==> src/kmx_pkg.sv <==
// ----------------------------------------------------------------------------
// kmx_pkg
// Shared constants and types for the k-mer minimizer extractor.
// ----------------------------------------------------------------------------
package kmx_pkg;

  localparam int MAX_WINDOW = 64;
  localparam int MAX_K      = 32;

  localparam int BASE_W      = 8;
  localparam int COLOR_W     = 16;
  localparam int KMER_W      = 64;
  localparam int KLEN_W      = 6;
  localparam int WSIZE_W     = 7;
  localparam int CFG_DATA_W  = 7;
  localparam int CFG_INDEX_W = 2;

  localparam int WIN_AW = $clog2(MAX_WINDOW);
  localparam int CNT_W  = $clog2(MAX_WINDOW + 1);
  localparam int FILL_W = $clog2(MAX_K + 1);

  localparam logic [CFG_INDEX_W-1:0] REG_KMER_LENGTH = 2'd0;
  localparam logic [CFG_INDEX_W-1:0] REG_WINDOW_SIZE = 2'd1;

  localparam logic [KLEN_W-1:0]  KLEN_RESET  = 6'd31;
  localparam logic [WSIZE_W-1:0] WSIZE_RESET = 7'd16;

  // Queue entry between front and back.
  typedef struct packed {
    logic               clear;  // drop the window before this entry
    logic               push;   // kmer enters the window
    logic [KMER_W-1:0]  kmer;
    logic [COLOR_W-1:0] color;
  } kmx_op_t;

  // Back-end status seen by the top level.
  typedef struct packed {
    logic             idle;
    logic [CNT_W-1:0] count;
  } kmx_back_stat_t;

endpackage

==> src/kmx_front.sv <==
// ----------------------------------------------------------------------------
// kmx_front
// Decodes bases, builds the k-mer and hands window work to the queue.
// ----------------------------------------------------------------------------
module kmx_front import kmx_pkg::*; (
  input  logic                clk,
  input  logic                rst,
  input  logic                cfg_clear,
  input  logic [FILL_W-1:0]   k_eff,
  input  logic                base_valid,
  output logic                base_stall,
  input  logic [BASE_W-1:0]   base_char,
  input  logic                seq_start,
  input  logic [COLOR_W-1:0]  color_id,
  input  logic                q_full,
  output logic                q_push,
  output kmx_op_t             q_op
);

  localparam logic [BASE_W-1:0] CH_A = 8'h41;
  localparam logic [BASE_W-1:0] CH_C = 8'h43;
  localparam logic [BASE_W-1:0] CH_G = 8'h47;
  localparam logic [BASE_W-1:0] CH_T = 8'h54;

  localparam logic [1:0] CODE_A = 2'd0;
  localparam logic [1:0] CODE_C = 2'd1;
  localparam logic [1:0] CODE_G = 2'd2;
  localparam logic [1:0] CODE_T = 2'd3;

  // Two mask bits per base position below k.
  function automatic logic [KMER_W-1:0] kmer_mask(input logic [FILL_W-1:0] k);
    logic [KMER_W-1:0] m;
    m = '0;
    for (int j = 0; j < KMER_W / 2; j++) begin
      m[2*j +: 2] = (FILL_W'(j) < k) ? 2'b11 : 2'b00;
    end
    return m;
  endfunction

  logic [KMER_W-1:0] kmer_shift;
  logic [KMER_W-1:0] kmer_shift_next;
  logic [FILL_W-1:0] bases_filled;
  logic [FILL_W-1:0] bases_filled_next;
  logic [FILL_W-1:0] fill_base;
  logic [1:0]        code;
  logic              base_ok;
  logic              accept;

  always_comb begin
    unique case (base_char)
      CH_A: begin code = CODE_A; base_ok = 1'b1; end
      CH_C: begin code = CODE_C; base_ok = 1'b1; end
      CH_G: begin code = CODE_G; base_ok = 1'b1; end
      CH_T: begin code = CODE_T; base_ok = 1'b1; end
      default: begin code = CODE_A; base_ok = 1'b0; end
    endcase
  end

  assign base_stall = q_full;
  assign accept     = base_valid && !q_full;

  always_comb begin
    fill_base         = seq_start ? '0 : bases_filled;
    bases_filled_next = (fill_base < k_eff) ? fill_base + 1'b1 : fill_base;
    kmer_shift_next   = {kmer_shift[KMER_W-3:0], code} & kmer_mask(k_eff);
  end

  assign q_op.clear = seq_start || !base_ok;
  assign q_op.push  = base_ok && (bases_filled_next >= k_eff);
  assign q_op.kmer  = kmer_shift_next;
  assign q_op.color = color_id;
  assign q_push     = accept && (q_op.clear || q_op.push);

  always_ff @(posedge clk) begin
    if (rst) begin
      kmer_shift   <= '0;
      bases_filled <= '0;
    end else if (cfg_clear) begin
      bases_filled <= '0;
    end else if (accept) begin
      if (base_ok) begin
        kmer_shift   <= kmer_shift_next;
        bases_filled <= bases_filled_next;
      end else begin
        bases_filled <= '0;
      end
    end
  end

endmodule

==> src/kmx_queue.sv <==
// ----------------------------------------------------------------------------
// kmx_queue
// Two-entry FIFO that decouples the front end from the window back end.
// ----------------------------------------------------------------------------
module kmx_queue import kmx_pkg::*; (
  input  logic    clk,
  input  logic    rst,
  input  logic    push,
  input  kmx_op_t op_in,
  output logic    full,
  input  logic    pop,
  output logic    valid,
  output kmx_op_t op_out
);

  kmx_op_t    slots [2];
  logic       wr_ptr;
  logic       rd_ptr;
  logic [1:0] fill;

  assign full   = (fill == 2'd2);
  assign valid  = (fill != 2'd0);
  assign op_out = slots[rd_ptr];

  always_ff @(posedge clk) begin
    if (push) begin
      slots[wr_ptr] <= op_in;
    end
  end

  always_ff @(posedge clk) begin
    if (rst) begin
      wr_ptr <= 1'b0;
      rd_ptr <= 1'b0;
      fill   <= 2'd0;
    end else begin
      if (push) begin
        wr_ptr <= !wr_ptr;
      end
      if (pop) begin
        rd_ptr <= !rd_ptr;
      end
      if (push && !pop) begin
        fill <= fill + 2'd1;
      end else if (pop && !push) begin
        fill <= fill - 2'd1;
      end
    end
  end

endmodule

==> src/kmx_back.sv <==
// ----------------------------------------------------------------------------
// kmx_back
// Window store and minimum scan; one queue entry at a time.
// ----------------------------------------------------------------------------
module kmx_back import kmx_pkg::*; (
  input  logic                clk,
  input  logic                rst,
  input  logic                cfg_clear,
  input  logic [CNT_W-1:0]    w_eff,
  input  logic                op_valid,
  input  kmx_op_t             op,
  output logic                op_pop,
  output logic                min_valid,
  input  logic                min_stall,
  output logic [KMER_W-1:0]   minimizer,
  output logic [COLOR_W-1:0]  color_out,
  output kmx_back_stat_t      stat
);

  typedef enum logic [2:0] {
    ST_IDLE   = 3'b001,
    ST_SCAN   = 3'b010,
    ST_FINISH = 3'b100
  } state_t;

  // Ring index add with one wrap correction.
  function automatic logic [WIN_AW-1:0] win_wrap(input logic [WIN_AW-1:0] base,
                                                 input logic [CNT_W-1:0]  off);
    logic [CNT_W:0] sum;
    sum = (CNT_W+1)'(base) + (CNT_W+1)'(off);
    if (sum >= (CNT_W+1)'(MAX_WINDOW)) begin
      sum = sum - (CNT_W+1)'(MAX_WINDOW);
    end
    return sum[WIN_AW-1:0];
  endfunction

  logic [KMER_W-1:0] win_mem [MAX_WINDOW];

  state_t             state;
  logic [CNT_W-1:0]   count;
  logic [WIN_AW-1:0]  head;
  logic [CNT_W-1:0]   issue_idx;
  logic               rd_pend;
  logic               rd_first;
  logic [KMER_W-1:0]  rd_data;
  logic [KMER_W-1:0]  fresh;
  logic [COLOR_W-1:0] color;
  logic [KMER_W-1:0]  min_all;
  logic [KMER_W-1:0]  min_rest;
  logic               rest_any;
  logic [KMER_W-1:0]  oldest;

  logic               evict;
  logic               issue;
  logic               out_free;
  logic               finish_go;
  logic               below_all;
  logic               changed;
  logic [CNT_W-1:0]   count_next;
  logic               emit;
  logic [KMER_W-1:0]  min_out;
  logic [WIN_AW-1:0]  rd_addr;
  logic [WIN_AW-1:0]  wr_addr;

  assign evict     = (count >= w_eff);
  assign issue     = (state == ST_SCAN) && (issue_idx < count);
  assign out_free  = !min_valid || !min_stall;
  assign finish_go = (state == ST_FINISH) && out_free;
  assign op_pop    = (state == ST_IDLE) && op_valid;
  assign rd_addr   = win_wrap(head, issue_idx);
  // head + count is the new tail slot with or without an eviction
  assign wr_addr   = win_wrap(head, count);

  assign below_all  = !rest_any || (min_rest > fresh);
  assign changed    = !evict || (oldest == min_all) || below_all;
  assign count_next = count - CNT_W'(evict) + 1'b1;
  assign emit       = (count_next == w_eff) && changed;
  assign min_out    = (min_rest < fresh) ? min_rest : fresh;

  assign stat.idle  = (state == ST_IDLE);
  assign stat.count = count;

  always_ff @(posedge clk) begin
    if (finish_go) begin
      win_mem[wr_addr] <= fresh;
    end
    if (issue) begin
      rd_data <= win_mem[rd_addr];
    end
  end

  // Datapath registers.
  always_ff @(posedge clk) begin
    if (op_pop) begin
      fresh    <= op.kmer;
      color    <= op.color;
      min_all  <= '1;
      min_rest <= '1;
      rest_any <= 1'b0;
    end else if (rd_pend) begin
      if (rd_data < min_all) begin
        min_all <= rd_data;
      end
      if (!(evict && rd_first)) begin
        rest_any <= 1'b1;
        if (rd_data < min_rest) begin
          min_rest <= rd_data;
        end
      end
    end
    if (rd_pend && rd_first) begin
      oldest <= rd_data;
    end
    if (issue) begin
      rd_first <= (issue_idx == '0);
    end
    if (finish_go && emit) begin
      minimizer <= min_out;
      color_out <= color;
    end
  end

  always_ff @(posedge clk) begin
    if (rst) begin
      state     <= ST_IDLE;
      count     <= '0;
      head      <= '0;
      issue_idx <= '0;
      rd_pend   <= 1'b0;
      min_valid <= 1'b0;
    end else begin
      rd_pend <= issue;
      if (min_valid && !min_stall) begin
        min_valid <= 1'b0;
      end
      unique case (state)
        ST_IDLE: begin
          if (op_valid) begin
            if (op.clear) begin
              count <= '0;
              head  <= '0;
            end
            if (op.push) begin
              issue_idx <= '0;
              state     <= ST_SCAN;
            end
          end
        end
        ST_SCAN: begin
          if (issue) begin
            issue_idx <= issue_idx + 1'b1;
          end else if (!rd_pend) begin
            state <= ST_FINISH;
          end
        end
        ST_FINISH: begin
          if (out_free) begin
            count <= count_next;
            if (evict) begin
              head <= win_wrap(head, CNT_W'(1));
            end
            if (emit) begin
              min_valid <= 1'b1;
            end
            state <= ST_IDLE;
          end
        end
        default: state <= ST_IDLE;
      endcase
      if (cfg_clear) begin
        count <= '0;
        head  <= '0;
      end
    end
  end

endmodule

==> src/kmer_minimizer_extractor_unit.sv <==
// ----------------------------------------------------------------------------
// kmer_minimizer_extractor_unit
// Window k-mer minimizer over a stream of ASCII DNA bases.
// ----------------------------------------------------------------------------
//
//  channel  signals                                   direction
//  -------  ----------------------------------------  ---------
//  cfg      cfg_wr_en, cfg_index, cfg_data            in
//  base     base_valid/base_stall, base_char,         in
//           seq_start, color_id
//  min      min_valid/min_stall, minimizer,           out
//           color_out
//
//  Work: a base that does not put a k-mer in the window needs no window
//  scan in the back end. A k-mer transaction in the back end reads every
//  window entry held before it through the single read port of the window
//  memory, scanned once per k-mer, then writes the new k-mer into the ring.
//  Reset: rst is synchronous; registers go to k = 31, W = 16, window empty.
//  Stalls: a two-entry queue lets the front keep taking bases while the back
//  scans; base_stall rises only when that queue is full. The result register
//  holds one minimizer while min_stall is high.
// ----------------------------------------------------------------------------
module kmer_minimizer_extractor_unit import kmx_pkg::*; (
  input  logic                   clk,
  input  logic                   rst,
  // configuration
  input  logic                   cfg_wr_en,
  input  logic [CFG_INDEX_W-1:0] cfg_index,
  input  logic [CFG_DATA_W-1:0]  cfg_data,
  // base stream
  input  logic                   base_valid,
  output logic                   base_stall,
  input  logic [BASE_W-1:0]      base_char,
  input  logic                   seq_start,
  input  logic [COLOR_W-1:0]     color_id,
  // minimizer results
  output logic                   min_valid,
  input  logic                   min_stall,
  output logic [KMER_W-1:0]      minimizer,
  output logic [COLOR_W-1:0]     color_out
);

  logic [KLEN_W-1:0]  kmer_length;
  logic [WSIZE_W-1:0] window_size;
  logic [FILL_W-1:0]  k_eff;
  logic [CNT_W-1:0]   w_eff;
  logic               cfg_hit;

  logic               q_push;
  logic               q_full;
  logic               q_pop;
  logic               q_valid;
  kmx_op_t            q_in;
  kmx_op_t            q_out;
  kmx_back_stat_t     back_stat;

  // Any write to a known register also restarts k-mer filling and the window.
  assign cfg_hit = cfg_wr_en &&
                   ((cfg_index == REG_KMER_LENGTH) || (cfg_index == REG_WINDOW_SIZE));

  always_ff @(posedge clk) begin
    if (rst) begin
      kmer_length <= KLEN_RESET;
      window_size <= WSIZE_RESET;
    end else if (cfg_wr_en) begin
      unique case (cfg_index)
        REG_KMER_LENGTH: kmer_length <= cfg_data[KLEN_W-1:0];
        REG_WINDOW_SIZE: window_size <= cfg_data[WSIZE_W-1:0];
        default: ;
      endcase
    end
  end

  // Out-of-range lengths clamp: zero acts as one, large values as the maximum.
  always_comb begin
    if (kmer_length == '0) begin
      k_eff = FILL_W'(1);
    end else if (kmer_length > KLEN_W'(MAX_K)) begin
      k_eff = FILL_W'(MAX_K);
    end else begin
      k_eff = FILL_W'(kmer_length);
    end
    if (window_size == '0) begin
      w_eff = CNT_W'(1);
    end else if (window_size > WSIZE_W'(MAX_WINDOW)) begin
      w_eff = CNT_W'(MAX_WINDOW);
    end else begin
      w_eff = CNT_W'(window_size);
    end
  end

  // Front end: base decode, k-mer shift register, fill count.
  kmx_front u_front (
    .clk        (clk),
    .rst        (rst),
    .cfg_clear  (cfg_hit),
    .k_eff      (k_eff),
    .base_valid (base_valid),
    .base_stall (base_stall),
    .base_char  (base_char),
    .seq_start  (seq_start),
    .color_id   (color_id),
    .q_full     (q_full),
    .q_push     (q_push),
    .q_op       (q_in)
  );

  kmx_queue u_queue (
    .clk    (clk),
    .rst    (rst),
    .push   (q_push),
    .op_in  (q_in),
    .full   (q_full),
    .pop    (q_pop),
    .valid  (q_valid),
    .op_out (q_out)
  );

  // Back end: window ring in memory, scan for minimum, result register.
  kmx_back u_back (
    .clk       (clk),
    .rst       (rst),
    .cfg_clear (cfg_hit),
    .w_eff     (w_eff),
    .op_valid  (q_valid),
    .op        (q_out),
    .op_pop    (q_pop),
    .min_valid (min_valid),
    .min_stall (min_stall),
    .minimizer (minimizer),
    .color_out (color_out),
    .stat      (back_stat)
  );

`ifndef SYNTH
  // The window never holds more k-mers than the window size.
  a_count_le_window: assert property (@(posedge clk) disable iff (rst)
    back_stat.count <= w_eff)
    else $error("window count above window size");

  // Only entries that do window work are queued.
  a_queue_useful: assert property (@(posedge clk) disable iff (rst)
    q_valid |-> (q_out.clear || q_out.push))
    else $error("empty entry in queue");

  // A register write empties the window.
  a_cfg_clears: assert property (@(posedge clk) disable iff (rst)
    cfg_hit |=> (back_stat.count == '0))
    else $error("window not cleared by register write");

  // A new result appears only at the end of a scan.
  a_result_from_scan: assert property (@(posedge clk) disable iff (rst)
    $rose(min_valid) |-> $past(!back_stat.idle))
    else $error("result without scan");
`endif

endmodule
==> config.mk <==
export PLATFORM = sky130hd
export DESIGN_NAME = kmer_minimizer_extractor_unit
export DESIGN_NICKNAME = d
export VERILOG_FILES = /design/src/kmx_pkg.sv /design/src/kmx_front.sv /design/src/kmx_queue.sv /design/src/kmx_back.sv /design/src/kmer_minimizer_extractor_unit.sv
export SDC_FILE = /design/constraint.sdc
export NUM_CORES = 2
export LEC_CHECK = 0
export BUFFER_PORTS_ARGS = -buffer_cell sky130_fd_sc_hd__buf_4
export CAP_MARGIN = 20
export CORE_MARGIN = 3
export CORE_UTILIZATION = 42
export CTS_CLUSTER_SIZE = 20
export DETAILED_ROUTE_END_ITERATION = 10
export PLACE_DENSITY = 0.54
export SLEW_MARGIN = 20
export SYNTH_ARGS = -nofsm -noshare
export SYNTH_HDL_FRONTEND = slang
export SYNTH_MEMORY_MAX_BITS = 65536
export SYNTH_SLANG_ARGS = --single-unit
==> constraint.sdc <==
create_clock -name clk -period 28 [get_ports clk]
set_input_delay 0 -clock clk [delete_from_list [all_inputs] [get_ports clk]]
set_output_delay 0 -clock clk [all_outputs]
set_load 0.05 [all_outputs]
**Word-level counts from Yosys, hierarchy flattened**

Memories as Yosys holds them, arrays and structs flattened. A register that Yosys moved wholly into a read port is not among the register bits.
Cells that the tools add are included.

- Register bits after elaboration: 464
- Memory bits (writable): 4260
- Input bits: 39
- Output and inout bits: 82
- Logic and storage cells: 230
- Memories kept: 2

Memories:

| name | depth | bits a word | read ports | clocked after memory_dff | wr ports | RTL line | source |
|---|---|---|---|---|---|---|---|
| u_back.win_mem | 64 | 64 | 1 | 1 | 1 | kmx_back.sv:37 | `logic [KMER_W-1:0] win_mem [MAX_WINDOW];` |
| u_queue.slots | 2 | 82 | 1 | 1 | 1 | kmx_queue.sv:16 | `kmx_op_t slots [2];` |

- $add $sub $neg: 12
- $lt $le $gt $ge: 45
- Eq/ne operators: 19
- Muxes and demuxes: 76
- Bitwise gates (word level): 3
- Reduce and logical (&&, ||, !) cells: 51

Operator list:

| kind | count |
|---|---|
| $lt 64x64->1 | 3 |
| $lt 5x6->1 const A | 16 |
| $mux 6 | 12 |
| $mux 2 | 34 |
| $and 64x64->64 | 1 |
| $eq 64x64->1 | 1 |
| $gt 64x64->1 | 1 |
| $mux 64 | 1 |
| $mux 7 | 8 |
| $lt 4x6->1 const A | 8 |
| $eq 8x7->1 const B | 4 |
| $pmux 7 s2 | 2 |
| $lt 3x6->1 const A | 4 |
| $sub 6x1->6 const B | 3 |
| $add 6x7->8 | 2 |
| $ge 8x7->1 const B | 2 |
| $mux 3 | 5 |
| $add 7x1->7 const B | 2 |
| $logic_and 1x1->1 | 14 |
| $logic_not 7->1 | 2 |
| $lt 1x6->1 const A | 2 |
| $lt 2x6->1 const A | 2 |
| $pmux 6 s2 | 1 |
| $mux 1 | 11 |
| 34 further kinds | 65 |

**Logic depth before layout (Yosys ltp)**

- Depth in word-level cells: 13
- Mapped depth: 20
- Mapped depth without buffers: 20

**Hierarchy**

From an unflattened synthesis, not the netlist that was laid out.

- Cell total of the unflattened synthesis: 8777
- Area total of the unflattened synthesis: 188211.8 um^2

By module, submodules not included:

| module | times used | cells each | area each (um^2) | seq. area each (um^2) |
|---|---|---|---|---|
| kmx_back | 1 | 7917 | 177288.8 | 134759.2 |
| kmx_queue | 1 | 277 | 6155.9 | 5024.8 |
| kmx_front | 1 | 509 | 4097.7 | 1361.3 |
| kmer_minimizer_extractor_unit | 1 | 74 | 669.4 | 260.2 |

**Worst setup path after synthesis**

No wires, ideal clock.

- Kind: register -> register
- From: register window_size[2]
- To: register u_back.color_out[0], enable pin
- Setup time: 0.647 ns
- Data arrival time: 9.328 ns
- Required time: 27.353 ns
- Slack: 18.025 ns
- Cell stages (with the launch flop): 21
- Path buffers: 0
- Clock period less this slack: 9.975 ns
- Cells stage by stage: dfxtp_1 nor4_1 a21oi_1 nor2_1 ha_1 nand2b_1 a211oi_1 o21ai_0 and2_1 inv_1 ha_1 ha_1 inv_1 ha_1 xnor2_1 xnor2_1 nand2_1 a211o_1 a2111oi_0 nand3b_1 a221oi_1

- Cells in the longest elaborated chain, start to end: 9
- Elaborated cells on any way between the ends: 13
- Classes of those cells: add/sub (2); order compare (2); eq/ne (1); mux (2); reduce/logical (6)

Ends and longest elaborated chain:

| element | RTL line | source |
|---|---|---|
| from (decl) | kmer_minimizer_extractor_unit.sv:44 | `logic [WSIZE_W-1:0] window_size;` |
| from (signal assigned) | kmer_minimizer_extractor_unit.sv:68 | `REG_WINDOW_SIZE: window_size <= cfg_data[WSIZE_W-1:0];` |
| $gt 7x7->1 | kmer_minimizer_extractor_unit.sv:85 | `end else if (window_size > WSIZE_W'(MAX_WINDOW)) begin` |
| $mux 7 | kmer_minimizer_extractor_unit.sv:85 |  |
| $mux 7 * | kmer_minimizer_extractor_unit.sv:83 | `if (window_size == '0) begin` |
| $ge 7x7->1 | kmx_back.sv:65 | `assign evict = (count >= w_eff);` |
| $sub 7x1->7 / $logic_not 1->1 (equally long branches) | kmx_back.sv:76, kmx_back.sv:75 |  |
| $add 7x1->7 / $logic_or 1x1->1 (equally long branches) | kmx_back.sv:76, kmx_back.sv:75 |  |
| $eq 7x7->1 / $logic_or 1x1->1 (equally long branches) | kmx_back.sv:77, kmx_back.sv:75 |  |
| $logic_and 1x1->1 * | kmx_back.sv:77 | `assign emit = (count_next == w_eff) && changed;` |
| $logic_and 1x1->1 * | kmx_back.sv:117 | `if (finish_go && emit) begin` |
| to (signal assigned) | kmx_back.sv:119 | `color_out <= color;` |
| to (decl) | kmx_back.sv:16 | `output logic [COLOR_W-1:0] color_out,` |

Every way passes the cells marked *; elsewhere a longest branch is shown, timed or not.
A chain may end at the register's enable or synchronous reset.

**Final worst setup path**

- From: register u_back.head[0]
- To: register u_back.rd_data[0], read port of u_back.win_mem (data pin)

- Cells in the longest elaborated chain, start to end: 3
- Elaborated cells on any way between the ends: 4
- Classes of those cells: add/sub (2); order compare (1); mux (1)

Ends and longest elaborated chain:

| element | RTL line | source |
|---|---|---|
| from (decl) | kmx_back.sv:41 | `logic [WIN_AW-1:0] head;` |
| from (signal assigned) | kmx_back.sv:160 | `head <= win_wrap(head, CNT_W'(1));` |
| $add 6x7->8 * | kmx_back.sv:30 | `sum = (CNT_W+1)'(base) + (CNT_W+1)'(off);` |
| $ge 8x7->1 / $sub 6x1->6 (equally long branches) | kmx_back.sv:31, kmx_back.sv:32 |  |
| $mux 6 * | kmx_back.sv:31 | `if (sum >= (CNT_W+1)'(MAX_WINDOW)) begin` |
| to (decl) | kmx_back.sv:45 | `logic [KMER_W-1:0] rd_data;` |

Marked as above.

==> metrics.log <==
INFO  metric placed_cell_area = 197000 sq um
INFO  metric insertion_delay_to_the_later_sink_of_the_worst_skew_pair = 1030 ps
INFO  metric post_route_cells_drive_above_1_share = 0.260
INFO  metric area_of_the_die = 454000 sq um
INFO  metric final_area = 213000 sq um
INFO  metric power.net_switching = 4.35 mW
INFO  metric timing.critical_path.to_type = register
INFO  metric min_delay_path_class = primary input to register
INFO  metric total_setup_buffers_inserted_after_cts = 0
INFO  metric finish.net_count = 9585
INFO  metric ys_seq_area_frac = 0.755
INFO  metric outcome = finished, final reports clean
INFO  metric finish.cell_count_without_fillers = 15600
INFO  metric rows = 244
INFO  metric die_width = 674 um
INFO  metric vias = 94800
INFO  metric core_area = 443000 sq um
INFO  metric groute.layer.met2.usage = 0.385
INFO  metric reg2reg_to = u_back.rd_data[0]$_DFFE_PP_
INFO  metric wl_per_cell = 35.7 um
INFO  metric clock_tree.htree_level_count = 5
INFO  metric share_of_the_clock_period_used_by_the_worst_path_after_layout = 0.315
INFO  metric crit_reg_reg_startpoint = u_back.head[0]$_SDFFE_PP0P_
INFO  metric timing.slew.headroom = 0.180
INFO  metric switching_share = 0.253
INFO  metric seqPwrFrac = 0.524
INFO  metric cts_buffers = 485
INFO  metric antenna_found_initial = 28
INFO  metric floorplan.initialDensity = 0.423
INFO  metric number_of_setup_violations_in_the_final_report = 0
INFO  metric combPwrFrac = 0.111
INFO  metric worstPathMaxFanout = 70
INFO  metric cts.sinks = 4789
INFO  metric timing.fmax = 0.113 GHz
INFO  metric wirelength = 557000 um
INFO  metric clock_slew_seen_by_the_registers_of_the_worst_setup_and_hold_paths = 70 ps
INFO  metric dp_worst_setup_slack = 19160 ps
INFO  metric synth-edff-count = 4549
INFO  metric synthFlopType = sky130_fd_sc_hd__edfxtp_1
INFO  metric io_buffers = 120
INFO  metric use_met3 = 0.0443
INFO  metric clock_power_share = 0.365
INFO  metric worst_setup_path_start_kind = register
INFO  metric area.growth.synth_to_final = 13.8%
INFO  metric worstPathCellList = ha_4, fa_4, buf_4, buf_4, buf_4, buf_4, buf_4, buf_4, mux4_2, mux4_2, nor2b_1, a211oi_1, a21oi_1
INFO  metric postSynth.asyncResetShare = 0
INFO  metric synthesis.nets = 9014
INFO  metric max-cap-violations = 0
INFO  metric grt_pass1_wl = 767000 um
INFO  metric post_synth_inst_count = 8736
INFO  metric top_level_ports = 121
INFO  metric powerDensity = 80.6 nW/um^2
INFO  metric arrival = 9520 ps
INFO  metric ctsResizeCount = 0
INFO  metric multi_input_comb_area = 43800 sq um
INFO  metric grt_overflow_total = 0
INFO  metric die_h = 674 um
INFO  metric cts_tree = built
INFO  metric summed_instance_area_of_the_synthesized_netlist = 187000 sq um
INFO  metric use_met1 = 0.358
INFO  metric seqCellArea = 141000 sq um
INFO  metric ir_drop = 60.2 uV
INFO  metric fin_util = 0.481
INFO  metric syn-mean-instance-area = 21.4 sq um
INFO  metric reg2reg_slack = 19180 ps
INFO  metric power = 17.2 mW
INFO  metric postLayoutSetupSlackWorst = 19180 ps
INFO  metric hold_slack = 94.4 ps
INFO  metric drtIter0Drc = 12900
INFO  metric intPower = 12.8 mW
INFO  metric cts.root.buffer_cell = sky130_fd_sc_hd__clkbuf_16
INFO  metric post-dp-hpwl = 299000 um
INFO  metric leakage_component_of_the_power = 67.1 nW
INFO  metric synth-seq-cells = 4789
INFO  metric fillers = 36200
INFO  metric cpMaxStageDelayCell = sky130_fd_sc_hd__fa_4
INFO  metric drt.antenna.violating_nets = 0
INFO  metric crit_top_cell = sky130_fd_sc_hd__buf_4
INFO  metric grt_pass1_vias = 93800
INFO  metric finalWeightedCongestion = 0.834
INFO  metric synth.distinct_cells = 73
INFO  metric vias_per_cell = 6.07
INFO  metric r2r_cells = 13
INFO  metric max_slew_violations = 0
INFO  metric critical_path_class = register to register
INFO  metric startpoint = u_back.head[0]$_SDFFE_PP0P_
INFO  metric dr.pass1.iters = 6
INFO  metric finalCriticalPeriod = 8820 ps
INFO  metric yosys_warnings = 0
INFO  metric drc_viols = 0
INFO  metric hold_viol = 0
INFO  metric worstMarginPinSlew = 1230 ps
INFO  metric finalSetupTns = 0 ps
INFO  metric gr-max-usage-layer = met2
INFO  metric worst_clock_skew = 68.9 ps
INFO  metric rsz0062_at_grt = no
INFO  metric numPlacedInstances = 14600
INFO  metric grt_max_degree = 150
INFO  metric worst-endpoint-required = 28700 ps
INFO  metric ctsLongestPathBuffers = 4
INFO  metric cp-endpoint = u_back.rd_data[0]$_DFFE_PP_
INFO  metric grt.total_usage = 0.243
INFO  metric cp_slowest_stage_delay = 1230 ps
==> critical path: cells and delay by family (launching register included) <==
family | cells | cell delay [ps]
fa+ha+maj | 2 | 1420
mux | 2 | 950
flops | 1 | 380
buf+inv | 6 | 4660
compound gates | 2 | 480
simple gates | 1 | 170
==> layout make-up <==
type	count	share of cell area
tap	5904	0.0347
multi-input combinational	3303	0.205
sequential	4789	0.664
timing repair buffer	506	0.0206
antenna	4	0.0000470
clock inverter	262	0.0110
clock buffer	636	0.0606
inverter	222	0.00395
==> worst min-delay path by stage <==
stage | start | to | slack [ps] | cells after the start
floorplan | color_id[0] | u_queue.slots[0][0]$_DFFE_PP_ | 100 | 0
global route | min_stall | u_back.min_valid$_SDFF_PP0_ | 80 | 4
detailed placement | color_id[12] | u_queue.slots[0][12]$_DFFE_PP_ | 190 | 1
global placement | color_id[12] | u_queue.slots[0][12]$_DFFE_PP_ | 180 | 1
CTS | min_stall | u_back.min_valid$_SDFF_PP0_ | 7 | 4
finish | min_stall | u_back.min_valid$_SDFF_PP0_ | 90 | 4
==> cells in the final DEF, fill, tap and decap left out, types with 12 or more instances in the layout <==
cell type	n
sky130_fd_sc_hd__clkbuf_1	137
sky130_fd_sc_hd__ha_1	236
sky130_fd_sc_hd__mux4_2	1280
sky130_fd_sc_hd__a211oi_1	78
sky130_fd_sc_hd__a31oi_1	69
sky130_fd_sc_hd__mux2i_1	220
sky130_fd_sc_hd__a21o_1	34
sky130_fd_sc_hd__clkinv_2	75
sky130_fd_sc_hd__dlygate4sd3_1	86
sky130_fd_sc_hd__bufinv_16	33
sky130_fd_sc_hd__nand4_1	50
sky130_fd_sc_hd__buf_12	24
sky130_fd_sc_hd__nor2_4	64
sky130_fd_sc_hd__and2_1	34
sky130_fd_sc_hd__dfxtp_1	239
sky130_fd_sc_hd__nand2b_1	15
sky130_fd_sc_hd__xor2_1	12
sky130_fd_sc_hd__nand3_1	45
sky130_fd_sc_hd__clkbuf_16	491
sky130_fd_sc_hd__inv_1	220
sky130_fd_sc_hd__mux2_2	82
sky130_fd_sc_hd__clkinvlp_4	17
sky130_fd_sc_hd__nor2b_1	107
sky130_fd_sc_hd__xnor2_1	83
sky130_fd_sc_hd__nand2_1	176
sky130_fd_sc_hd__a21oi_1	218
sky130_fd_sc_hd__edfxtp_1	4549
sky130_fd_sc_hd__nor2_1	231
sky130_fd_sc_hd__nor3_1	17
sky130_fd_sc_hd__o21ai_0	112
sky130_fd_sc_hd__buf_4	387
sky130_fd_sc_hd__clkinv_1	112
==> power groups by stage <==
stage | combinational (mW) | sequential [mW] | clock, mW
after floorplan | 0.558 | 9.57 | 0
after global placement | 1.78 | 9.15 | 0
after detailed placement | 1.88 | 9.16 | 0
after CTS | 1.89 | 9.01 | 6.39
after global routing | 2.06 | 9.02 | 6.67
final | 1.90 | 9.01 | 6.27
==> cell families (layout without fill, tap and decap cells) <==
| kind of cell | after synthesis | count (layout) | share of synthesized area |
|---|---|---|---|
| flops | 4789 | 4789 | 0.755 |
| other cells | 0 | 4 | 0 |
| buf+inv | 644 | 1626 | 0.0139 |
| simple gates | 801 | 801 | 0.0204 |
| fa+ha+maj | 239 | 239 | 0.0161 |
| compound gates | 581 | 581 | 0.0187 |
| xor+xnor | 100 | 100 | 0.00475 |
| mux | 1582 | 1582 | 0.171 |
==> per-layer routing <==
| layer | part of all wire | up-vias | wire (um) |
|---|---|---|---|
| li1 | - | 37400 | - |
| met1 | 0.42 | 52100 | 234000 |
| met2 | 0.47 | 4633 | 262000 |
| met3 | 0.090 | 675 | 50000 |
| met4 | 0.020 | 2 | 11400 |
| met5 | 0.000023 | - | 13 |
==> registers in the layout, summed over array words and instances (netlist names), 7 cells and up, named ones only <==
name                cells
u_front.kmer_shift     62
u_queue.slots         164
u_back.min_rest        64
u_back.rd_data         64
u_back.color_out       16
u_back.min_all         64
window_size             7
u_back.color           16
u_back.fresh           64
u_back.oldest          64
u_back.issue_idx        7
u_back.win_mem       4096
u_back.minimizer       64
u_back.count            7
==> Yosys cell counts (all sizes together) (4+ instances only) <==
library cell | count | area (sq um)
a22oi | 5 | 37.5
a221oi | 7 | 61.3
mux2 | 82 | 923
a21boi | 5 | 37.5
mux2i | 220 | 2200
or3 | 11 | 68.8
buf | 164 | 805
and2 | 37 | 231
xor2 | 12 | 105
edfxtp | 4549 | 137000
nor2 | 295 | 1110
nor3 | 19 | 95.1
a21o | 34 | 255
mux4 | 1280 | 28800
dfxtp | 240 | 4800
nand2b | 15 | 93.8
clkbuf | 258 | 968
o211ai | 4 | 30.0
nand3 | 45 | 225
a211oi | 79 | 593
o21ai | 114 | 571
a32o | 4 | 40.0
and4 | 7 | 63.8
a41oi | 4 | 35.0
inv | 221 | 830
nor3b | 4 | 30.0
a21oi | 219 | 1100
ha | 237 | 2970
a31oi | 69 | 432
xnor2 | 87 | 762
nand2 | 177 | 664
o21bai | 4 | 30.0
o21a | 7 | 52.6
nor4 | 11 | 75.1
nand4 | 50 | 313
nor2b | 107 | 669
==> what timing repair did <==
item	4_1_cts	5_1_grt
hold buffers	87	0
hold endpoints to repair	207	0
endpoints found under the setup margin	0	0
No activity file was read; power rests on OpenSTA's default activity.
